`config.mk`:
```
export PLATFORM = sky130hd
export DESIGN_NAME = wtc_outq
export DESIGN_NICKNAME = d
export VERILOG_FILES = /design/src/rtl/wtc_pkg.sv /design/src/rtl/wtc_outq.sv
export SDC_FILE = /design/constraint.sdc
export NUM_CORES = 1
export LEC_CHECK = 0
export ABC_AREA = 1
export BUFFER_PORTS_ARGS = -buffer_cell sky130_fd_sc_hd__buf_2
export CAP_MARGIN = 20
export CORE_ASPECT_RATIO = 0.6
export CORE_MARGIN = 4
export CORE_UTILIZATION = 35
export CTS_BUF_LIST = sky130_fd_sc_hd__clkbuf_4
export DETAILED_ROUTE_END_ITERATION = 16
export MAX_ROUTING_LAYER = met4
export PLACE_DENSITY = 0.67
export SYNTH_ARGS = -nofsm -noshare
export SYNTH_HDL_FRONTEND = slang
export SYNTH_SLANG_ARGS = --single-unit
```
`constraint.sdc`:
```
create_clock -name clk -period 7.1 [get_ports clk]
set_input_delay 1.42 -clock clk [delete_from_list [all_inputs] [get_ports clk]]
set_output_delay 1.42 -clock clk [all_outputs]
set_load 0.05 [all_outputs]
```
`src/rtl/wtc_pkg.sv`:
```
// wtc_pkg: shared types and constants of the whitespace token chunker.
// Payload structs, register indexes, separator codes and parameter defaults.
// No dependencies.
package wtc_pkg;

    // Parameter defaults
    localparam int DEF_WINDOW_DEPTH  = 256;
    localparam int DEF_POSITION_BITS = 31;

    // Output field width, fixed by the interface
    localparam int FIELD_W = 31;

    // Configuration port
    localparam int CFG_IDX_W  = 1;
    localparam int CFG_DATA_W = 9;

    localparam logic [CFG_IDX_W-1:0] REG_MAX_TOKENS     = 1'd0;
    localparam logic [CFG_IDX_W-1:0] REG_OVERLAP_TOKENS = 1'd1;

    localparam logic [8:0] MAX_TOKENS_RESET     = 9'd128;
    localparam logic [7:0] OVERLAP_TOKENS_RESET = 8'd0;

    // Token separators
    localparam logic [7:0] CH_SPACE = 8'h20;
    localparam logic [7:0] CH_TAB   = 8'h09;
    localparam logic [7:0] CH_LF    = 8'h0A;
    localparam logic [7:0] CH_CR    = 8'h0D;

    typedef struct packed {
        logic [7:0] text_byte;
        logic       last_byte;
    } wtc_in_t;

    typedef struct packed {
        logic [FIELD_W-1:0] chunk_id;
        logic [FIELD_W-1:0] span_start;
        logic [FIELD_W-1:0] span_end;
        logic               final_chunk;
    } wtc_out_t;

    // Pending result from the scanner; span_start follows from the ring read
    typedef struct packed {
        logic               emit;
        logic [FIELD_W-1:0] chunk_id;
        logic [FIELD_W-1:0] span_end;
        logic               final_chunk;
    } wtc_pend_t;

endpackage

```
`src/rtl/wtc_outq.sv`:
```
// wtc_outq: result stage waiting on the ring read, then the output register.
// Generates the input stall from the two stages and the output stall.
// Depends on wtc_pkg.
module wtc_outq
    import wtc_pkg::*;
#(
    parameter int POSITION_BITS = DEF_POSITION_BITS
) (
    input  logic                     clk,
    input  logic                     rst_n,
    input  logic                     text_valid,
    input  logic                     accept,
    input  wtc_pend_t                pend,
    input  logic [POSITION_BITS-1:0] ring_rdata,
    input  logic                     chunk_stall,
    output logic                     text_stall,
    output logic                     chunk_valid,
    output wtc_out_t                 chunk
);

    logic      s1_valid_reg, s1_valid_next;
    wtc_pend_t s1_reg, s1_next;
    logic      o_valid_reg, o_valid_next;
    wtc_out_t  o_reg, o_next;
    logic      s1_move;

    // stage 1 advances whenever the output register is free or draining
    assign s1_move    = s1_valid_reg && (!o_valid_reg || !chunk_stall);
    assign text_stall = text_valid && s1_valid_reg && !s1_move;

    always_comb
    begin
        s1_next       = s1_reg;
        s1_valid_next = s1_valid_reg && !s1_move;
        if (accept && pend.emit)
        begin
            s1_next       = pend;
            s1_valid_next = 1'b1;
        end

        o_next       = o_reg;
        o_valid_next = o_valid_reg && chunk_stall;
        if (s1_move)
        begin
            o_next.chunk_id    = s1_reg.chunk_id;
            o_next.span_start  = FIELD_W'(ring_rdata);
            o_next.span_end    = s1_reg.span_end;
            o_next.final_chunk = s1_reg.final_chunk;
            o_valid_next       = 1'b1;
        end
    end

    always_ff @(posedge clk or negedge rst_n)
    begin
        if (!rst_n)
        begin
            s1_valid_reg <= 1'b0;
            o_valid_reg  <= 1'b0;
        end
        else
        begin
            s1_valid_reg <= s1_valid_next;
            o_valid_reg  <= o_valid_next;
        end
    end

    always_ff @(posedge clk)
    begin
        s1_reg <= s1_next;
        o_reg  <= o_next;
    end

    assign chunk_valid = o_valid_reg;
    assign chunk       = o_reg;

endmodule

```
Yosys cells after proc, flatten, opt, wreduce, memory -nomap -nowiden
Cells that the tools add are included.
- register bits after elaboration: 159
- input bits: 100
- word-level logic and storage cells: 21
- reduce and logical (&&, ||, !) cells: 10
- mux-type cells: 2
- operators with widths (operator ; number):
    1-bit logical AND ; 6
    1-bit logical NOT ; 3
    1-bit two-way mux ; 2
    1-bit logical OR ; 1

Longest topological paths before layout
Gate-level depths: netlist (run 1).
- depth after elaboration: 6
- mapped depth: 2
- depth with buffers taken out: 2

Worst setup path after synthesis (run 1)
No wires, ideal clock.
- path kind: in2reg
- start point: in chunk_stall
- end point: reg o_reg, in the netlist chunk[0], enable pin
- path buffers: 0
- slack: 0.660 ns
- setup time: 0.577 ns
- data required time: 6.523 ns
- stages on the path: 1
- data arrival time: 5.863 ns
- cell sequence: a21oi_1
- longest elaborated chain between the ends: 3
- ends and longest elaborated chain (what ; RTL line ; RTL):
    start, declared ; wtc_outq.sv:15 ; input logic chunk_stall,
    1-bit logical NOT ; wtc_outq.sv:28 ; assign s1_move = s1_valid_reg && (!o_valid_reg || !chunk_stall);
    1-bit logical OR ; wtc_outq.sv:28 ;
    1-bit logical AND ; wtc_outq.sv:28 ;
    end signal, assigned ; wtc_outq.sv:70 ; o_reg <= o_next;
    end, declared ; wtc_outq.sv:24 ; wtc_out_t o_reg, o_next;
Every way passes these cells.
A chain may end at the register's enable or synchronous reset.

Worst setup path after layout (run 1)
- start point: in chunk_stall
- end point: out text_stall
- longest elaborated chain between the ends: 5
- ends and longest elaborated chain (what ; RTL line ; RTL):
    1-bit logical NOT ; wtc_outq.sv:28 ;
    1-bit logical OR ; wtc_outq.sv:28 ;
    1-bit logical AND ; wtc_outq.sv:28 ;
    1-bit logical NOT ; wtc_outq.sv:29 ; assign text_stall = text_valid && s1_valid_reg && !s1_move;
    1-bit logical AND ; wtc_outq.sv:29 ;
    end, declared ; wtc_outq.sv:16 ; output logic text_stall,
Every way passes these cells.

==> flow_summary.toml, run 1 <==
[logic_synthesis]
synth.yosys.seq_area_share = 0.9901
synthMuxAreaShare = 0
ys_seq_elements = 159
postSynth.asyncResetShare = 0.01258
syn_area_per_cell_um2 = 28.47
synth_fa_ha_area_frac = 0
yosysMostFrequentCell = "edfxtp_1"
synth_compound_area_frac = 0.001040
syn-cell-area_mm2 = 0.004812
synth-simple-area-share = 0.006500
synth_fp_nets = 269
synth.top_cell.area_share = 0.9797
synth_top_family_by_area = "simple AND/OR/NAND/NOR gates"
synth_cell_type_count = 7
synthFlopType = "edfxtp_1"
synth_cells = 169
ys.warnings.count = 0
synth-xor-area-share = 0
synth_edf_count = 157
synth_area_leaders = "edfxtp_1, dfrtp_1, nand2_1"
synth_common_cells = "edfxtp_1, nand2_1, inv_1"
yosysTopAreaCell = "edfxtp_1"

[layout]
largest_register_ffs = 94
fillers = 1127
final_nets = 486
synthToLayoutAreaGrowth_pct = 30.58
ff_latch_area_mm2 = 0.004765
multi_input_area_um2 = 47.55
layout-drive-gt1-share = 0.5865

[grt]
track_usage = 0.1221
grt_pass1_wl_um = 13820
grt_pass1_vias = 2617
grt-ovfl-total = 0
grt_start_max_net_pins = 64
antenna_found_initial = 1

[detailed_routing]
route.vias.total = 2438
wl_per_cell_um = 16.01
drtIter0Drc = 111
viasPerCell = 4.277
route.detailed.drc = 0
wl_um = 9128
ant_nets = 0
drtPass1Iterations = 4

[placed_design]
numPortBuffers = 195
routabilityCongestion = 0.7062
dp_hpwl_um = 6397

[die]
core_region_area_mm2 = 0.01313
ios = 196
rows = 32
start_util = 0.3664
die_y_um = 98.83
dieArea_mm2 = 0.01575
fp.dieW_um = 159.4

[timing]
hold_viol_final = 0
fin_crit_ns = 3.415
relSlewSlack = 0.4467
tightest_slew_ns = 0.8300
drv_slew = 0
finClkSkew_ns = 0.02048
rsz0062_at_grt = "false"
setup_violations = 0
whs_ns = 0.4141
fin_crit_sh = 0.4811
fin_tns_setup_ns = 0
max_freq_mhz = 292.8

[setup_path]
cp_common_cell = "buf_2"
worstSetupPathType = "in -> out"
critPathMaxFanout = 3
worstPathCellList = "buf_2, nand3_2, nor2_2, buf_2"
r2r_cells = 3
arrival_ns = 2.00
cp-end-kind = "output port"
cp.required_ns = 5.68
slowest_delay_ns = 0.26
r2r_slack_ns = 4.98
r2r_start = "chunk_valid"
crit_slowest_cell = "buf_2"
rr_endpoint = "chunk[62]"
startpoint_type = "input port"

[clock_tree]
clockBufferDepth = 2
cts-htree-levels = 4
cts_setup_buffers = 0
path_clk_slew_ns = 0.14
tritoncts = "done"
ctsHoldBuffers = 0
post_cts_resized = 0
root_buffer = "clkbuf_4"
clock-sinks = 159
cts_buffers = 17
worstSkewPairLatency_ns = 0.51

[run_status]
outcome = "finished clean"

[min_path]
min_to = "chunk[5]"
holdPathStages = 0
holdCritStartpoint = "s1_reg[5]"
hold_class = "reg -> reg"

[power]
p_leak_nw = 2.439
power_density_mw_per_mm2 = 286.3
max-vdd-ir-drop_v = 0.0001158

[flow_run]
drv_cap = 0
metrics by stage:
stage                 util  setup WS, ns  cells  total power [mW]  cell area (um^2)
global route        0.4785         3.640    570             1.887              6284
floorplan                -        0.6598    169             1.285              4812
finish              0.4785         3.685    570             1.799              6284
global placement    0.4595         3.711    537             1.348              6035
detailed placement  0.4595         3.680    537             1.354              6035
CTS                 0.4783         3.681    569             1.830              6281
final cells by class:
cell class / instances / area share
flip-flops and latches: 159 / 0.7583
repair buffers: 198 / 0.1589
well taps: 170 / 0.03385
clock buffers: 19 / 0.02270
clock inverters: 13 / 0.01653
multi-input cells: 7 / 0.007567
inverters: 3 / 0.001792
diodes: 1 / 0.0003982
critical path: cells and delay by family:
kind / cells / cell delay [ns]
buffers and inverters: 2 / 0.39
AND/OR/NAND/NOR: 2 / 0.19
where the power goes:
part / internal, mW / switching, mW
clock: 0.153 / 0.319
sequential: 1.10 / 0.0148
combinational: 0.0431 / 0.165
total: 1.30 / 0.499
cells in the final DEF, fill, tap and decap left out:
cell type and n:
a21oi_4 1, buf_2 195, buf_4 3, clkbuf_4 19, clkinv_2 1, clkinv_4 1, clkinvlp_4 5, dfrtp_1 2
diode_2 1, edfxtp_1 157, inv_1 2, inv_2 1, inv_6 6, nand2_1 4, nand3_2 1, nor2_2 1
worst max path at each step:
| stage | from | endpoint | slack, ns | cells past startpoint |
|---|---|---|---|---|
| after floorplan | chunk_stall | chunk[0] | 0.66 | 1 |
| after global placement | chunk_stall | text_stall | 3.71 | 4 |
| after detailed placement | chunk_stall | text_stall | 3.68 | 4 |
| after CTS | chunk_stall | text_stall | 3.68 | 4 |
| after global routing | chunk_stall | text_stall | 3.64 | 4 |
| final | chunk_stall | text_stall | 3.68 | 4 |
kinds of logic (layout without fill, tap and decap cells):
| group | after synthesis | in the layout |
|---|---|---|
| flops | 159 | 159 |
| simple gates | 6 | 6 |
| buf+inv | 3 | 233 |
| compound gates | 1 | 1 |
| other cells | 0 | 1 |
layer usage:
metal,share of wire,track usage,up-vias
met2,0.46,0.1801,134
met3,0.12,0.07271,10
met5,0,-,-
li1,-,-,1112
met4,0.012,0.05600,0
met1,0.41,0.1335,1182
(Power assumes the default switching activity.)
==> inputs of run 2 (changes only) <==
ABC_AREA = 0   (was 1)
clock period = 3.5 ns   (was 7.1 ns; I/O delays follow)
==> run 2 against run 1 <==
- area after synthesis decreased by 0.13%
- sequential share of layout area decreased by 1.1 points
- count of clock-buffer cells in the layout increased by 1
- sequential power increased by 100%
- critical path type is now reg -> out
- sequential cell count unchanged
- synthesized cell count decreased by 3.0%
==> flow_summary.toml, run 2 <==
[logic_synthesis]
ys_seq_elements = 159
synth_cell_type_count = 7
synth.top_cell.area_share = 0.9810
syn_area_per_cell_um2 = 29.30
synth.yosys.seq_area_share = 0.9914
syn-cell-area_mm2 = 0.004806
synth_common_cells = "edfxtp_1, dfrtp_1"
synth_area_leaders = "edfxtp_1, dfrtp_1, a32o_1"
yosysTopAreaCell = "edfxtp_1"
synth_fp_nets = 264
synth_cells = 164
ys.warnings.count = 0
yosysMostFrequentCell = "edfxtp_1"
synth_edf_count = 157
postSynth.asyncResetShare = 0.01258
synthFlopType = "edfxtp_1"

[power]
internal-power_mw = 2.928
swShare = 0.2516
seqPwrFrac = 0.580
p_leak_nw = 2.467
comb_power_share = 0.106
p_sw_mw = 0.9843
power_density_mw_per_mm2 = 613.8
power_frac_clock = 0.315
max-vdd-ir-drop_v = 0.0002296

[timing]
tightest_slew_ns = 0.8405
rsz0062_at_grt = "false"
finClkSkew_ns = 0.01592
fin_crit_sh = 0.6133
fin_crit_ns = 2.146
setup_violations = 0
fin_tns_setup_ns = 0
hold_viol_final = 0
drv_slew = 0
max_freq_mhz = 465.9
relSlewSlack = 0.4397

[setup_path]
rr_endpoint = "chunk[21]"
cp.required_ns = 2.80
r2r_slack_ns = 2.02
startpoint_type = "register"
worstSetupPathType = "reg -> out"
r2r_cells = 2
r2r_start = "chunk_valid"
arrival_ns = 1.45
cp-end-kind = "output port"
critPathMaxFanout = 5

[layout]
layout-drive-gt1-share = 0.5878
diodes = 0
final_nets = 480
final_common_cell = "buf_2"
synthToLayoutAreaGrowth_pct = 32.62
final_cell_mix = "buf_2, edfxtp_1, clkbuf_4"
fin_util = 0.4853
largest_register_ffs = 94

[grt]
track_usage = 0.1221
grt_start_max_net_pins = 95
grt-ovfl-total = 0
antenna_found_initial = 0
grt_pass1_vias = 2600
grt_pass1_wl_um = 14080

[detailed_routing]
drtIter0Drc = 157
ant_nets = 0
drtPass1Iterations = 4
viasPerCell = 4.242
route.detailed.drc = 0
wirelength_met1_um = 3826
wl_per_cell_um = 16.07
highest_layer = "met4"
wl_um = 9047
dr_wl_met2_um = 4215
dr_wl_met3_um = 956
route.vias.total = 2388

[clock_tree]
clockBufferDepth = 2
cts-htree-levels = 4
path_clk_slew_ns = 0.14
cts_buffers = 17
clock-sinks = 159
tritoncts = "done"
root_buffer = "clkbuf_4"
worstSkewPairLatency_ns = 0.50

[placed_design]
routabilityCongestion = 0.7125
numPortBuffers = 195

[die]
fp.dieW_um = 159.3
start_util = 0.3659
rows = 32
core_region_area_mm2 = 0.01313
ios = 196
die_y_um = 98.77
dieArea_mm2 = 0.01573

[flow_run]
drv_cap = 0

[min_path]
min_to = "s1_reg[51]"
holdPathStages = 1
hold_class = "in -> reg"
holdCritStartpoint = "pend[51]"

[run_status]
outcome = "finished clean"
run 2: metrics by stage:
step	cells	power, mW	hold slack, ns	cell area [um^2]	worst slack (ns)
finish	563	3.912	0.3604	6374	1.354
global route	563	4.095	0.2469	6374	1.192
CTS	563	3.979	0.2856	6374	1.266
detailed placement	530	2.734	0.4045	6028	1.503
global placement	530	2.721	0.4004	6028	1.535
floorplan	164	2.588	0.4003	4817	0.7311
run 2: cells by family (layout without fill, tap and decap cells):
logic type | count (synthesis) | count (layout) | share of synthesized area
flops | 159 | 159 | 0.9914
compound gates | 3 | 3 | 0.005468
buf+inv | 0 | 229 | 0
simple gates | 2 | 2 | 0.003125
run 2: area by class of cell:
cell class | instances | area (um^2)
fillers | 1133 | 6759
flip-flops and latches | 159 | 4765
repair buffers | 197 | 1006
well taps | 170 | 212.7
clock inverters | 12 | 185.2
clock buffers | 20 | 150.1
multi-input cells | 5 | 55.05
run 2: critical path, cell delays in order, from the launching register on:
cell     delay (ns)
dfrtp_1        0.47
and4_1         0.22
buf_2          0.26
run 2: worst max-delay path by stage:
stage	cells past startpoint	endpoint	slack (ns)	start
after global routing	2	text_stall	1.19	chunk_valid
after global placement	3	text_stall	1.53	chunk_stall
after CTS	2	text_stall	1.27	chunk_valid
final	2	text_stall	1.35	chunk_valid
after floorplan	1	chunk[0]	0.73	chunk_stall
after detailed placement	3	text_stall	1.50	chunk_stall
run 2: power by group through the flow:
| stage | logic, mW | clock network (mW) | registers [mW] |
|---|---|---|---|
| 2_1_floorplan | 0.0400 | 0 | 2.55 |
| 3_3_place_gp | 0.414 | 0 | 2.31 |
| 3_5_place_dp | 0.420 | 0 | 2.31 |
| 4_1_cts | 0.421 | 1.29 | 2.27 |
| 5_1_grt | 0.436 | 1.38 | 2.28 |
| 6_report | 0.413 | 1.23 | 2.27 |
run 2: what timing repair did:
action,CTS,global route
hold endpoints to repair,2,0
resized for setup,0,0
buffers inserted,0,0
hold buffers,1,0
run 2: routing by layer:
layer,track usage,vias up
li1,-,1102
met3,0.06561,5
met2,0.1807,135
met5,-,-
met1,0.1433,1146
met4,0.04200,0
==> inputs of run 3 (changes only) <==
clock period = 2.23 ns   (was 3.5 ns; I/O delays follow)
==> run 3 against run 2 <==
- clock power rose by 37%
- final area is 0.35% lower
- utilization down 0.17 points
- highest routed layer unchanged
==> flow_summary.toml, run 3 (synthesis gave the netlist of run 2 again) <==
[timing]
fin_crit_sh = 0.8198
tightest_slew_ns = 0.4968
max_freq_mhz = 547.0
fin_crit_ns = 1.828
whs_ns = 0.1136
hold_viol_final = 0
drv_slew = 0
fin_tns_setup_ns = 0
finClkSkew_ns = 0.02081
rsz0062_at_grt = "false"
setup_violations = 0
relSlewSlack = 0.6688

[grt]
grt-ovfl-total = 0
grt_pass1_vias = 2614
grt_start_max_net_pins = 95
grtUsageMet2 = 0.1791
grt_busiest_layer = "met2"
use_met1 = 0.1324
antenna_found_initial = 2
grt_pass1_wl_um = 13860
track_usage = 0.1212
grtUsageMet3 = 0.08399

[min_path]
hold_class = "in -> reg"

[placed_design]
routabilityCongestion = 0.7238
numPortBuffers = 195
dpl.cell_count = 531

[power]
max-vdd-ir-drop_v = 0.0004400
power_frac_clock = 0.286
internal-power_mw = 4.370
seqPwrFrac = 0.603
swShare = 0.2591
comb_power_share = 0.111
p_sw_mw = 1.528
p_leak_nw = 2.449
power_density_mw_per_mm2 = 928.7

[die]
ios = 196
rows = 32
core_region_area_mm2 = 0.01313
dieArea_mm2 = 0.01573
fp.dieW_um = 159.3
start_util = 0.3659
die_y_um = 98.77

[setup_path]
startpoint_type = "register"
critPathMaxFanout = 5
arrival_ns = 1.38
worstSetupPathType = "reg -> out"
cp.required_ns = 1.78
cp-end-kind = "output port"

[flow_run]
drv_cap = 0

[clock_tree]
cts-htree-levels = 4
post_cts_resized = 0
tritoncts = "done"
cts_buffers = 17
clockBufferDepth = 2
worstSkewPairLatency_ns = 0.50
clock-sinks = 159
root_buffer = "clkbuf_4"
cts_setup_buffers = 0
path_clk_slew_ns = 0.14

[layout]
final_nets = 481
largest_register_ffs = 94
final_cell_mix = "buf_2, edfxtp_1, clkbuf_4"
layout-drive-gt1-share = 0.5914
fillers = 1126
synthToLayoutAreaGrowth_pct = 32.15
final_common_cell = "buf_2"
final-instance-count-excl-fill = 566

[detailed_routing]
route.detailed.drc = 0
wl_per_cell_um = 15.73
route.vias.total = 2415
drtIter0Drc = 99
viasPerCell = 4.267
wl_um = 8904
drtPass1Iterations = 4
ant_nets = 0

[run_status]
outcome = "finished clean"
## run 3: per-layer routing
layer | vias up | routed length (um)
li1 | 1113 | -
met1 | 1158 | 3546
met2 | 136 | 4106
met3 | 8 | 1163
met4 | 0 | 88
met5 | - | 0
## run 3: power by group through the flow
stage | clock (mW) | combinational, mW | sequential (mW)
2_1_floorplan | 0 | 0.0631 | 4.00
3_3_place_gp | 0 | 0.652 | 3.62
3_5_place_dp | 0 | 0.662 | 3.63
4_1_cts | 1.78 | 0.665 | 3.56
5_1_grt | 1.93 | 0.689 | 3.58
6_report | 1.69 | 0.653 | 3.56
## run 3: worst paths after layout
check / start / end / slack (ns) / cells after the start
max: chunk_valid / text_stall / 0.40 / 2
min: ring_rdata[6] / chunk[38] / 0.11 / 1
max reg2reg: chunk_valid / chunk[53] / 0.79 / 2
min reg2reg: s1_reg[13] / chunk[13] / 0.42 / 0
max in group asynchronous: rst_n / chunk_valid / 1.84 / 2
min in group asynchronous: rst_n / s1_valid_reg / 0.28 / 2
## run 3: critical path, cell delays in order, from the launching register on
cell     delay, ns
dfrtp_2       0.44
and4_1        0.20
buf_2         0.26
## run 3: what timing repair did
| item | 4_1_cts | 5_1_grt |
|---|---|---|
| endpoints found under the setup margin | 0 | 0 |
| endpoints found under the hold margin | 2 | 0 |
| hold buffers | 1 | 0 |
## run 3: through the flow
| stage | cell area [um^2] | utilization | power [mW] | setup WS (ns) |
|---|---|---|---|---|
| finish | 6351 | 0.4836 | 5.898 | 0.4019 |
| detailed placement | 6048 | 0.4606 | 4.292 | 0.6317 |
| CTS | 6346 | 0.4832 | 6.002 | 0.3300 |
| global placement | 6048 | 0.4606 | 4.269 | 0.6754 |
| global route | 6351 | 0.4836 | 6.192 | 0.2748 |
| floorplan | 4820 | - | 4.061 | -0.4097 |
## run 3: area by class of cell
| cell class | instances | area, um^2 | share of cell area |
|---|---|---|---|
| clock inverter | 12 | 137.6 | 0.02167 |
| multi-input combinational | 5 | 53.80 | 0.008471 |
| clock buffer | 20 | 150.1 | 0.02364 |
| tap | 170 | 212.7 | 0.03349 |
| sequential | 159 | 4766 | 0.7504 |
| timing repair buffer | 198 | 1026 | 0.1615 |
| antenna | 2 | 5.005 | 0.0007880 |
