===== src/rtl/wtc_pkg.sv =====
// wtc_pkg: shared types and constants of the whitespace token chunker.
// Payload structs, register indexes, separator codes and parameter defaults.
// No dependencies.
package wtc_pkg;

    // Parameter defaults
    localparam int DEF_WINDOW_DEPTH  = 256;
    localparam int DEF_POSITION_BITS = 31;

    // Output field width, fixed by the interface
    localparam int FIELD_W = 31;

    // Configuration port
    localparam int CFG_IDX_W  = 1;
    localparam int CFG_DATA_W = 9;

    localparam logic [CFG_IDX_W-1:0] REG_MAX_TOKENS     = 1'd0;
    localparam logic [CFG_IDX_W-1:0] REG_OVERLAP_TOKENS = 1'd1;

    localparam logic [8:0] MAX_TOKENS_RESET     = 9'd128;
    localparam logic [7:0] OVERLAP_TOKENS_RESET = 8'd0;

    // Token separators
    localparam logic [7:0] CH_SPACE = 8'h20;
    localparam logic [7:0] CH_TAB   = 8'h09;
    localparam logic [7:0] CH_LF    = 8'h0A;
    localparam logic [7:0] CH_CR    = 8'h0D;

    typedef struct packed {
        logic [7:0] text_byte;
        logic       last_byte;
    } wtc_in_t;

    typedef struct packed {
        logic [FIELD_W-1:0] chunk_id;
        logic [FIELD_W-1:0] span_start;
        logic [FIELD_W-1:0] span_end;
        logic               final_chunk;
    } wtc_out_t;

    // Pending result from the scanner; span_start follows from the ring read
    typedef struct packed {
        logic               emit;
        logic [FIELD_W-1:0] chunk_id;
        logic [FIELD_W-1:0] span_end;
        logic               final_chunk;
    } wtc_pend_t;

endpackage


===== src/rtl/wtc_scan.sv =====
// wtc_scan: per-byte token tracking, window counting and ring addressing.
// Holds the scalar text state; drives the ring ports and the pending result.
// Depends on wtc_pkg.
module wtc_scan
    import wtc_pkg::*;
#(
    parameter int WINDOW_DEPTH  = DEF_WINDOW_DEPTH,
    parameter int POSITION_BITS = DEF_POSITION_BITS
) (
    input  logic                            clk,
    input  logic                            rst_n,
    input  wtc_in_t                         text,
    input  logic                            accept,
    input  logic [8:0]                      max_tokens,
    input  logic [7:0]                      overlap_tokens,
    output logic                            ring_we,
    output logic [$clog2(WINDOW_DEPTH)-1:0] ring_waddr,
    output logic [POSITION_BITS-1:0]        ring_wdata,
    output logic                            ring_re,
    output logic [$clog2(WINDOW_DEPTH)-1:0] ring_raddr,
    output wtc_pend_t                       pend
);

    localparam int IDX_W = $clog2(WINDOW_DEPTH);
    localparam int CNT_W = $clog2(WINDOW_DEPTH + 1);
    localparam int MW    = (CNT_W > 9) ? CNT_W : 9;
    localparam int SUM_W = CNT_W + 1;

    localparam logic [POSITION_BITS-1:0] POS_MAX   = {POSITION_BITS{1'b1}};
    localparam logic [FIELD_W-1:0]       CHUNK_MAX = {FIELD_W{1'b1}};
    localparam logic [IDX_W-1:0]         IDX_LAST  = IDX_W'(WINDOW_DEPTH - 1);
    localparam logic [CNT_W-1:0]         CNT_TOP   = CNT_W'(WINDOW_DEPTH);
    localparam logic [MW-1:0]            M_TOP     = MW'(WINDOW_DEPTH);
    localparam logic [SUM_W-1:0]         SUM_DEPTH = SUM_W'(WINDOW_DEPTH);

    logic [POSITION_BITS-1:0] pos_reg, pos_next;
    logic                     inside_reg, inside_next;
    logic [POSITION_BITS-1:0] open_start_reg, open_start_next;
    logic [IDX_W-1:0]         wi_reg, wi_next;
    logic [CNT_W-1:0]         count_reg, count_next;
    logic                     unemit_reg, unemit_next;
    logic [POSITION_BITS-1:0] prev_end_reg, prev_end_next;
    logic [FIELD_W-1:0]       chunk_cnt_reg, chunk_cnt_next;

    logic                     ws;
    logic                     ends;
    logic [POSITION_BITS-1:0] pos_inc;
    logic [POSITION_BITS-1:0] tok_start;
    logic [POSITION_BITS-1:0] end_at;
    logic [IDX_W-1:0]         wi_inc;
    logic [IDX_W-1:0]         wi_new;
    logic [CNT_W-1:0]         count_inc;
    logic [CNT_W-1:0]         count_after;
    logic [MW-1:0]            m_wide;
    logic [MW-1:0]            ov_wide;
    logic [CNT_W-1:0]         m_eff;
    logic [CNT_W-1:0]         ov_eff;
    logic                     full;
    logic                     unemit_after;
    logic                     partial;
    logic                     emit;
    logic [CNT_W-1:0]         back_n;
    logic [SUM_W-1:0]         back_sum;
    logic [SUM_W-1:0]         back_idx;
    logic [POSITION_BITS-1:0] span_end_pos;

    always_comb
    begin
        ws = (text.text_byte == CH_SPACE) || (text.text_byte == CH_TAB) ||
             (text.text_byte == CH_LF) || (text.text_byte == CH_CR);

        pos_inc   = (pos_reg == POS_MAX) ? pos_reg : pos_reg + 1'b1;
        tok_start = inside_reg ? open_start_reg : pos_reg;
        ends      = ws ? inside_reg : text.last_byte;
        end_at    = ws ? pos_reg : pos_inc;

        wi_inc = (wi_reg == IDX_LAST) ? '0 : wi_reg + 1'b1;
        wi_new = ends ? wi_inc : wi_reg;

        count_inc   = (count_reg >= CNT_TOP) ? count_reg : count_reg + 1'b1;
        count_after = ends ? count_inc : count_reg;

        // window size clamped to 1..depth, overlap to size minus one
        m_wide = MW'(max_tokens);
        if (m_wide == '0)
        begin
            m_wide = MW'(1);
        end
        if (m_wide > M_TOP)
        begin
            m_wide = M_TOP;
        end
        m_eff   = CNT_W'(m_wide);
        ov_wide = MW'(overlap_tokens);
        if (ov_wide > (m_wide - 1'b1))
        begin
            ov_wide = m_wide - 1'b1;
        end
        ov_eff = CNT_W'(ov_wide);

        full         = ends && (count_inc >= m_eff);
        unemit_after = ends ? !full : unemit_reg;
        partial      = text.last_byte && !full && unemit_after && (count_after != '0);
        emit         = full || partial;

        // ring slot n tokens back from the new write index
        back_n   = full ? m_eff : count_after;
        back_sum = SUM_W'(wi_new) + SUM_DEPTH - SUM_W'(back_n);
        back_idx = (back_sum >= SUM_DEPTH) ? back_sum - SUM_DEPTH : back_sum;

        span_end_pos = ends ? end_at : prev_end_reg;
    end

    assign ring_we    = accept && ends;
    assign ring_waddr = wi_reg;
    assign ring_wdata = tok_start;
    assign ring_re    = accept && emit;
    assign ring_raddr = IDX_W'(back_idx);

    always_comb
    begin
        pend.emit        = emit;
        pend.chunk_id    = chunk_cnt_reg;
        pend.span_end    = FIELD_W'(span_end_pos);
        pend.final_chunk = text.last_byte;
    end

    always_comb
    begin
        pos_next        = pos_reg;
        inside_next     = inside_reg;
        open_start_next = open_start_reg;
        wi_next         = wi_reg;
        count_next      = count_reg;
        unemit_next     = unemit_reg;
        prev_end_next   = prev_end_reg;
        chunk_cnt_next  = chunk_cnt_reg;
        if (accept)
        begin
            if (text.last_byte)
            begin
                pos_next        = '0;
                inside_next     = 1'b0;
                open_start_next = '0;
                wi_next         = '0;
                count_next      = '0;
                unemit_next     = 1'b0;
                prev_end_next   = '0;
                chunk_cnt_next  = '0;
            end
            else
            begin
                pos_next        = pos_inc;
                inside_next     = !ws;
                open_start_next = (!ws && !inside_reg) ? pos_reg : open_start_reg;
                wi_next         = wi_new;
                count_next      = full ? ov_eff : count_after;
                unemit_next     = unemit_after;
                prev_end_next   = span_end_pos;
                if (emit && (chunk_cnt_reg != CHUNK_MAX))
                begin
                    chunk_cnt_next = chunk_cnt_reg + 1'b1;
                end
            end
        end
    end

    always_ff @(posedge clk or negedge rst_n)
    begin
        if (!rst_n)
        begin
            pos_reg        <= '0;
            inside_reg     <= 1'b0;
            open_start_reg <= '0;
            wi_reg         <= '0;
            count_reg      <= '0;
            unemit_reg     <= 1'b0;
            prev_end_reg   <= '0;
            chunk_cnt_reg  <= '0;
        end
        else
        begin
            pos_reg        <= pos_next;
            inside_reg     <= inside_next;
            open_start_reg <= open_start_next;
            wi_reg         <= wi_next;
            count_reg      <= count_next;
            unemit_reg     <= unemit_next;
            prev_end_reg   <= prev_end_next;
            chunk_cnt_reg  <= chunk_cnt_next;
        end
    end

endmodule


===== config.mk =====
export PLATFORM = sky130hd
export DESIGN_NAME = wtc_scan
export DESIGN_NICKNAME = d
export VERILOG_FILES = /design/src/rtl/wtc_pkg.sv /design/src/rtl/wtc_scan.sv
export SDC_FILE = /design/constraint.sdc
export NUM_CORES = 1
export LEC_CHECK = 0
export BUFFER_PORTS_ARGS = -buffer_cell sky130_fd_sc_hd__buf_2
export CORE_MARGIN = 5
export CORE_UTILIZATION = 63
export CTS_CLUSTER_SIZE = 12
export DETAILED_ROUTE_END_ITERATION = 16
export PLACE_DENSITY_LB_ADDON = 0.3
export SYNTH_ARGS = -nofsm -noshare
export SYNTH_HDL_FRONTEND = slang
export SYNTH_SLANG_ARGS = --single-unit

===== constraint.sdc =====
create_clock -name clk -period 6.6 [get_ports clk]
set_input_delay 0.33 -clock clk [delete_from_list [all_inputs] [get_ports clk]]
set_output_delay 0.33 -clock clk [all_outputs]
set_load 0.05 [all_outputs]

Yosys cells after proc, flatten, opt, wreduce, memory -nomap -nowiden
Index checks and enable logic that the tools add are counted.

Register bits after elaboration: 143. Logic and storage cells: 75.

Equal/unequal tests: 7. Reductions and logical operators: 21. Order comparisons: 5. Mux-type cells: 26. $add $sub $neg: 8.

Operator list (number): $mux 31 (10); $mux 9 (8); $add 31x1->31 const B (2); $mux 8 (4); $eq 31x31->1 const B (1); $ne 31x31->1 const B (1); $eq 8x4->1 const B (3); $add 8x9->10 const B (1); $ge 10x9->1 const B (1); $sub 10x9->10 (1); $add 9x1->9 const B (1); $ge 9x9->1 (1); $ge 9x9->1 const B (1); $gt 8x9->1 (1); $gt 9x9->1 const B (1); $logic_not 9->1 (1); $reduce_bool 9->1 (1); $sub 9x1->9 const B (1); $add 8x1->8 const B (1); $eq 8x6->1 const B (1); $eq 8x8->1 const B (1); $logic_and 1x1->1 (8); $sub 8x1->8 const B (1); $logic_or 1x1->1 (4); 4 further kinds (11).

Depth between registers and ports, before layout
Gate-level depths: netlist of run 1.

Word-level depth: 14. Gate-level depth with buffers: 23. Mapped depth without buffers: 22.

Least setup slack after synthesis of run 1
Ideal clock, no wire load.

Path kind: input to output. Start: input max_tokens[2]. End: output ring_raddr[7]. Slack: 1536 ps. Stages on the path: 22. Path buffers: 1. Arrival time: 4734 ps. Required time: 6270 ps. Cell sequence: or4_1 > nor4_1 > o21ai_0 > inv_1 > ha_1 > nand2b_1 > a21o_1 > a21oi_1 > o311ai_1 > nand2_1 > clkbuf_1 > a21oi_1 > o22ai_1 > ha_1 > inv_1 > a21o_1 > a21oi_1 > o21bai_1 > a21oi_1 > o21ai_0 > xnor2_1 > xnor2_1.

Cells in the longest elaborated chain, start to end: 10.

RTL lines: start: declaration (line wtc_scan.sv:14) `input logic [8:0] max_tokens,`; $logic_not 9->1 (line wtc_scan.sv:85) `if (m_wide == '0)`; $mux 9 * (line wtc_scan.sv:85); $gt 9x9->1 (line wtc_scan.sv:89) `if (m_wide > M_TOP)`; $mux 9 * (line wtc_scan.sv:89); $ge 9x9->1 (line wtc_scan.sv:101) `full = ends && (count_inc >= m_eff);`; $logic_and 1x1->1 (line wtc_scan.sv:101); $mux 9 * (line wtc_scan.sv:107) `back_n = full ? m_eff : count_after;`; $sub 10x9->10 * (line wtc_scan.sv:108) `back_sum = SUM_W'(wi_new) + SUM_DEPTH - SUM_W'(back_n);`; $sub 8x1->8 / $ge 10x9->1 (equally long branches) (line wtc_scan.sv:109) `back_idx = (back_sum >= SUM_DEPTH) ? back_sum - SUM_DEPTH : back_sum;`; $mux 8 * (line wtc_scan.sv:109); end: declaration (line wtc_scan.sv:20) `output logic [$clog2(WINDOW_DEPTH)-1:0] ring_raddr,`.

Every way passes the cells marked *; elsewhere a longest branch is shown, timed or not.

Final worst setup path of run 1
Start: register count_reg[0]. End: output ring_raddr[7].

Cells in the longest elaborated chain, start to end: 8.

RTL lines: start: declaration (line wtc_scan.sv:40) `logic [CNT_W-1:0] count_reg, count_next;`; start signal: assignment (line wtc_scan.sv:187) `count_reg <= count_next;`; $add 9x1->9 / $ge 9x9->1 (equally long branches) (line wtc_scan.sv:80) `count_inc = (count_reg >= CNT_TOP) ? count_reg : count_reg + 1'b1;`; $mux 9 (line wtc_scan.sv:80); $ge 9x9->1 (line wtc_scan.sv:101); $logic_and 1x1->1 (line wtc_scan.sv:101); $mux 9 * (line wtc_scan.sv:107); $sub 10x9->10 * (line wtc_scan.sv:108); $sub 8x1->8 / $ge 10x9->1 (equally long branches) (line wtc_scan.sv:109); $mux 8 * (line wtc_scan.sv:109).

Marks and branches as above.

==> results.toml, run 1 <==
[power_and_ir_drop]
p_clk_share_pct = 37.6
p_sw_share_pct = 34.8
seqPwrFrac_pct = 36.9
cellPowerDensity_mw_per_mm2 = 237
worst_ir_drop_vdd_uv = 354
p_leak_nw = 4.89
power_frac_comb_pct = 25.5
p_sw_uw = 884
finalPower_mw = 2.54
p_int_mw = 1.65

[logic_synthesis]
yosys-mux-area-fraction_pct = 4.67
ys_warn_count = 0
yosys.area_share.xor_xnor_pct = 6.65
synth_top_family_by_area = "compound AO/OA/AOI/OAI gates"
syn_avg_cell_area_um2 = 8.62
synthCells = 1100
synth_top_area_share_pct = 37.7
synth-edff-count = 0
syn-num-nets = 1160
synthDistinctLibCells = 68
synth_simple_gate_area_share_pct = 20.1
netlist_top_cells_area = "dfrtp_1 38%, nand2_1 5.5%, xnor2_1 5.1%"
synth-seq-cells = 143
synth_flop_cell = "dfrtp_1"
synth_top_cell_by_area = "dfrtp_1"
syn_area_mm2 = 0.00949
synth_compound_area_share_pct = 21.5
ys_seq_area_share_pct = 37.7
synthAdderAreaFrac_pct = 4.17
async_flop_share_pct = 100

[global_route]
grt_max_degree = 80
grt.overflow.total = 0
grt_pass1_vias = 8376
grt_usage_pct = 30.3
grt_pass1_wl_um = 43800
antenna_found_initial = 0

[sta]
maxSlewViolCount = 0
timing.fmax_mhz = 178
tightest_slew_ns = 1.19
period_share_pct = 84.9
hold_slack_ns = 0.280
setup_slack_ns = 0.996
tns_ns = 0
rsz0062_at_grt = "false"
timing.final.hold_violations = 0
finClkSkew_ns = 0.00484
min_period_ns = 5.60
slew_headroom_pct = 20.7
setup_viol = 0

[final_layout]
final_cell_area_mm2 = 0.0107
fillers = 1112
fin_nets = 1240
postLayoutCoreUtil_pct = 73.2
final_common_cell = "dfrtp_1"
drive_gt1_share_pct = 19.4
final_cell_mix = "143 x dfrtp_1, 140 x buf_2, 139 x nand2_1"
synthToLayoutAreaGrowth_pct = 13.0
antennaDiodeCount = 0
instances_no_fill = 1377

[setup_path]
path_buf_inv = 2
crit_arrival_ns = 5.27
cp_data_required_time_ns = 6.27
end_kind = "primary output"
crit_chain = "ha_1 > nand4b_1 > nor2_1 > xor2_1 > ha_1 > nand3_1 > o311ai_1 > nand2_1 > nor2_1 > a21oi_1 > o22ai_1 > ha_1 > inv_1 > a21o_1 > a21oi_1 > o21bai_1 > a21oi_1 > o21ai_0 > xnor2_1 > xnor2_1 > buf_2"
cp_max_fo = 11
max_stage_delay_ns = 0.53
crit_family = "compound AO/OA/AOI/OAI gates"
worstSetupStartpointType = "flip-flop"
slowest_stage = "o311ai_1"
crit_type = "flip-flop to primary output"

[floorplan]
core_mm2 = 0.0146
io_pins = 142
die_y_um = 133
initial_core_util_pct = 64.8
dieArea_mm2 = 0.0176
row_count = 44
die_width_um = 133

[clock_network]
cts.sinks = 143
clock_path_buffers = 2
cts_tree = "yes"
postCtsSetupBuffers = 0
cts.repair.resized = 0
root_buffer = "clkbuf_16"
cts_buffers = 17
h-tree-depth = 4
cts_hold_buf = 1
clock_latency_ns = 0.42
path_clk_slew_ns = 0.06

[route]
drt_first_iter_violations = 1107
routedWlPerCell_um = 19.3
drt_pre_antenna_iters = 5
vias = 8877
drt_wl_total_um = 26600
ant_nets = 0
drcViolationCount = 0
vias_per_cell = 6.45

[placed_design]
place_hpwl_um = 17800
placed_area_mm2 = 0.0101
place_congestion = 0.914
port_buffers = 141
place_ws_ns = 1.31
dp.cells = 1344

[outcome]
status = "finished clean"

[min_path]
hp-class = "primary input to flip-flop"

[job]
maxCapViolations = 0
## final timing paths
kind                                   startpoint                  to  slack (ns)  cells after the start
worst max-delay path                 count_reg[0]       ring_raddr[7]         1.0                     21
worst min-delay path            overlap_tokens[0]        count_reg[0]        0.28                      3
worst max register to register       count_reg[0]    chunk_cnt_reg[6]        3.04                     12
worst min register to register    prev_end_reg[6]     prev_end_reg[6]        0.48                      2
max in group asynchronous                   rst_n  open_start_reg[10]        4.71                      3
min in group asynchronous                   rst_n       ring_waddr[5]        0.54                      2
## cells by family (layout without fill, tap and decap cells)
group,Yosys count,count (layout)
buffers and inverters,118,211
multiplexers,40,40
flip-flops,143,143
AND/OR/NAND/NOR,399,399
adder cells (fa/ha/maj),31,31
XOR/XNOR,72,72
AO/OA/AOI/OAI,297,297
## final cells by class
cell class                      count  area, um^2  area share (%)
Multi-Input combinational cell    839        5420            50.6
Sequential cell                   143        3580            33.4
Timing Repair Buffer              154         812            7.57
Clock buffer                       19         443            4.13
Tap cell                          184         230            2.15
Clock inverter                     13         139            1.30
Inverter                           25        93.8           0.875
## synth_stat cells (all sizes together) (12+ instances only)
master and number:
o21ai 83, o31ai 20, nor2 95, nor3 24, xor2 17, and3 16, o2bb2ai 29, nand2 140
xnor2 55, nand4 17, a22o 39, ha 30, a21oi 44, nand3 31, nor4 21, dfrtp 143
mux2 31, inv 25, clkbuf 62, buf 31, a22oi 25, a21o 12
## power by group through the flow
stage / sequential (mW) / combinational [mW] / clock, mW
after floorplan: 0.952 / 0.471 / 0
after global placement: 0.948 / 0.633 / 0
after detailed placement: 0.948 / 0.637 / 0
after CTS: 0.934 / 0.643 / 0.955
after global routing: 0.937 / 0.696 / 0.999
final: 0.935 / 0.647 / 0.953
## metal layers
metal	up-vias	routed length, um	global-route usage (%)
li1	4115	-	-
met1	4294	11500	42.6
met2	428	12600	48.2
met3	40	2110	6.11
met4	0	434	8.26
met5	-	0	0
## worst register-to-register path: stages, from the launching register on
cell,delay (ns)
dfrtp_1,0.50
ha_1,0.29
nand4b_1,0.24
nor2_1,0.25
xor2_1,0.26
ha_1,0.19
nand3_1,0.09
o311ai_1,0.53
nand3_1,0.14
buf_4,0.28
nor4_1,0.41
xnor2_1,0.17
nor2_1,0.06
No activity file was read; power rests on OpenSTA's default activity.
==> run 2, diff against run 1 <==
--- a/config.mk
+++ b/config.mk
@@ -5,9 +5,10 @@
 export SDC_FILE = /design/constraint.sdc
 export NUM_CORES = 1
 export LEC_CHECK = 0
+export ABC_AREA = 1
 export BUFFER_PORTS_ARGS = -buffer_cell sky130_fd_sc_hd__buf_2
 export CORE_MARGIN = 5
-export CORE_UTILIZATION = 63
+export CORE_UTILIZATION = 59
 export CTS_CLUSTER_SIZE = 12
 export DETAILED_ROUTE_END_ITERATION = 16
 export PLACE_DENSITY_LB_ADDON = 0.3
==> constraint.sdc (replaced) <==
create_clock -name clk -period 5.8 [get_ports clk]
set_input_delay 0.29 -clock clk [delete_from_list [all_inputs] [get_ports clk]]
set_output_delay 0.29 -clock clk [all_outputs]
set_load 0.05 [all_outputs]
==> run 2 against run 1 <==
Compared with the run above:
- sequential share of layout area decreased by 1.5 points
- setup slack worse by 0.47 ns
- global-route usage shrank 1.5 points
- clock skew grew 0.0037 ns
- utilization decreased by 5.1 points
- non-clock buffer count fell by 1
- wire length grew 6.1%
- sequential power grew 14%
- register-to-register slack worse by 0.92 ns
- count of clock-buffer cells in the layout rose by 4
==> results.toml, run 2 <==
[placed_design]
place_ws_ns = 0.967
placed_area_mm2 = 0.0106
place_congestion = 0.932
dp.cells = 1734
port_buffers = 141
place_hpwl_um = 20100

[floorplan]
initial_core_util_pct = 59.9
die_width_um = 139
dieArea_mm2 = 0.0194
io_pins = 142
row_count = 47
die_y_um = 139
core_mm2 = 0.0165

[sta]
tightest_slew_ns = 1.02
finClkSkew_ns = 0.00859
maxSlewViolCount = 0
min_period_ns = 5.27
period_share_pct = 90.9
setup_slack_ns = 0.528
setup_viol = 0
slew_headroom_pct = 32.1
timing.final.hold_violations = 0
tns_ns = 0
rsz0062_at_grt = "false"
timing.fmax_mhz = 190

[logic_synthesis]
synthCells = 1428
syn_avg_cell_area_um2 = 6.90
async_flop_share_pct = 100
synth_top_cell_by_area = "dfrtp_1"
yosysMostFrequentCell = "nand2_1"
synth_flop_cell = "dfrtp_1"
synth_top_area_share_pct = 36.3
synthDistinctLibCells = 42
ys_warn_count = 0
synth-edff-count = 0
syn-num-nets = 1488
syn_area_mm2 = 0.00986
ys_top_cells_by_count = "404 x nand2_1, 184 x inv_1, 143 x dfrtp_1, 136 x o21ai_0, 108 x nor2_1"
synth-seq-cells = 143
ys_seq_area_share_pct = 36.3
netlist_top_cells_area = "dfrtp_1 36%, nand2_1 15%, inv_1 7.0%"

[final_layout]
final_cell_area_mm2 = 0.0112
synthToLayoutAreaGrowth_pct = 13.8
antennaDiodeCount = 0
multi_input_area_mm2 = 0.00529
final_cell_mix = "404 x nand2_1, 184 x inv_1, 142 x dfrtp_1"
drive_gt1_share_pct = 13.0
fillers = 1450
final_common_cell = "nand2_1"
instances_no_fill = 1765
fin_nets = 1594
regArea_mm2 = 0.00358

[setup_path]
crit_arrival_ns = 4.98
cp_max_fo = 26
worstSetupStartpointType = "flip-flop"
crit_type = "flip-flop to primary output"
end_kind = "primary output"
cp_data_required_time_ns = 5.51

[route]
vias_per_cell = 5.65
routedWlPerCell_um = 16.0
ant_nets = 0
drt_first_iter_violations = 994
drt_pre_antenna_iters = 6
drt_wl_total_um = 28200
vias = 9977
drcViolationCount = 0

[job]
maxCapViolations = 0

[global_route]
grt_pass1_wl_um = 46500
grt_max_degree = 81
grt.overflow.total = 0
antenna_found_initial = 0
grt_usage_pct = 28.9
grt_pass1_vias = 9316

[power_and_ir_drop]
cellPowerDensity_mw_per_mm2 = 265
worst_ir_drop_vdd_uv = 242
finalPower_mw = 2.97
p_leak_nw = 5.55

[clock_network]
path_clk_slew_ns = 0.05
clock_latency_ns = 0.42
clock_path_buffers = 2
root_buffer = "clkbuf_16"
h-tree-depth = 4
postCtsSetupBuffers = 0
cts.sinks = 143
cts_tree = "yes"
cts_hold_buf = 1
cts.repair.resized = 0
cts_buffers = 17

[outcome]
status = "finished clean"

[min_path]
hp-class = "primary input to flip-flop"
run 2: cell count changes after synthesis, sizes merged, moves of 19 or more:
cell     delta
nand2     +270
o2bb2ai    -29
xnor2      -43
nand3      +35
o31ai      -19
o21ai      +60
a22o       -37
inv       +163
xor2       +41
mux2       -31
o22ai      +44
run 2: metal layers:
metal | share of wire, % | global-route usage, % | wire length, um
met1 | 45 | 41.8 | 12800
met2 | 46 | 45.8 | 13000
met3 | 7.3 | 5.21 | 2060
met4 | 1.2 | 6.13 | 342
met5 | 0 | 0 | 0
run 2: area by class of cell:
cell class	count	share of cell area, %
Clock inverter	7	0.781
Multi-Input combinational cell	1031	47.1
Inverter	188	6.29
Timing Repair Buffer	153	7.17
Tap cell	220	2.45
Clock buffer	23	4.26
Sequential cell	143	31.9
run 2: through the flow:
step	utilization [%]	hold slack (ns)
6_report	68.1	0.313
5_1_grt	68.1	0.311
4_1_cts	68.1	0.297
3_5_place_dp	64.6	0.310
3_3_place_gp	64.6	0.312
2_1_floorplan	-	-0.00559
run 2: worst paths after layout:
check	cells after the start	to	slack (ns)	startpoint
max in group asynchronous	3	chunk_cnt_reg[27]	3.95	rst_n
worst min-delay path	5	count_reg[7]	0.31	overlap_tokens[7]
min in group asynchronous	2	open_start_reg[16]	0.41	rst_n
worst max register to register	16	chunk_cnt_reg[2]	2.12	count_reg[8]
worst min register to register	2	prev_end_reg[17]	0.48	prev_end_reg[17]
worst max-delay path	24	ring_raddr[7]	0.53	count_reg[0]
run 2: cells by family after synthesis:
group,share of synthesized area [%]
compound gates,15.2
xor+xnor,6.22
fa+ha+maj,4.01
buf+inv,10.2
flops,36.3
simple gates,28.0
run 2: report_power, final:
part | total [mW] | switching [mW] | internal (mW)
logic | 0.831 | 0.624 | 0.207
clock network | 1.07 | 0.412 | 0.660
registers | 1.07 | 0.0350 | 1.04
run 2: critical path, stage by stage, from the launching register on:
cell	delay [ns]
dfrtp_1	0.39
ha_1	0.20
nand3_1	0.15
nor2_1	0.15
xor2_1	0.26
ha_1	0.32
a21oi_1	0.15
o21ai_0	0.09
nand2_1	0.06
o2111ai_1	0.10
nand2_1	0.57
inv_1	0.17
nand2_1	0.10
nand2_1	0.05
ha_1	0.35
nand2_1	0.06
o21ai_0	0.27
a21oi_1	0.12
o21bai_1	0.23
nand2_1	0.08
nand2_1	0.06
a21oi_1	0.07
xnor2_1	0.17
xnor2_1	0.13
buf_2	0.27
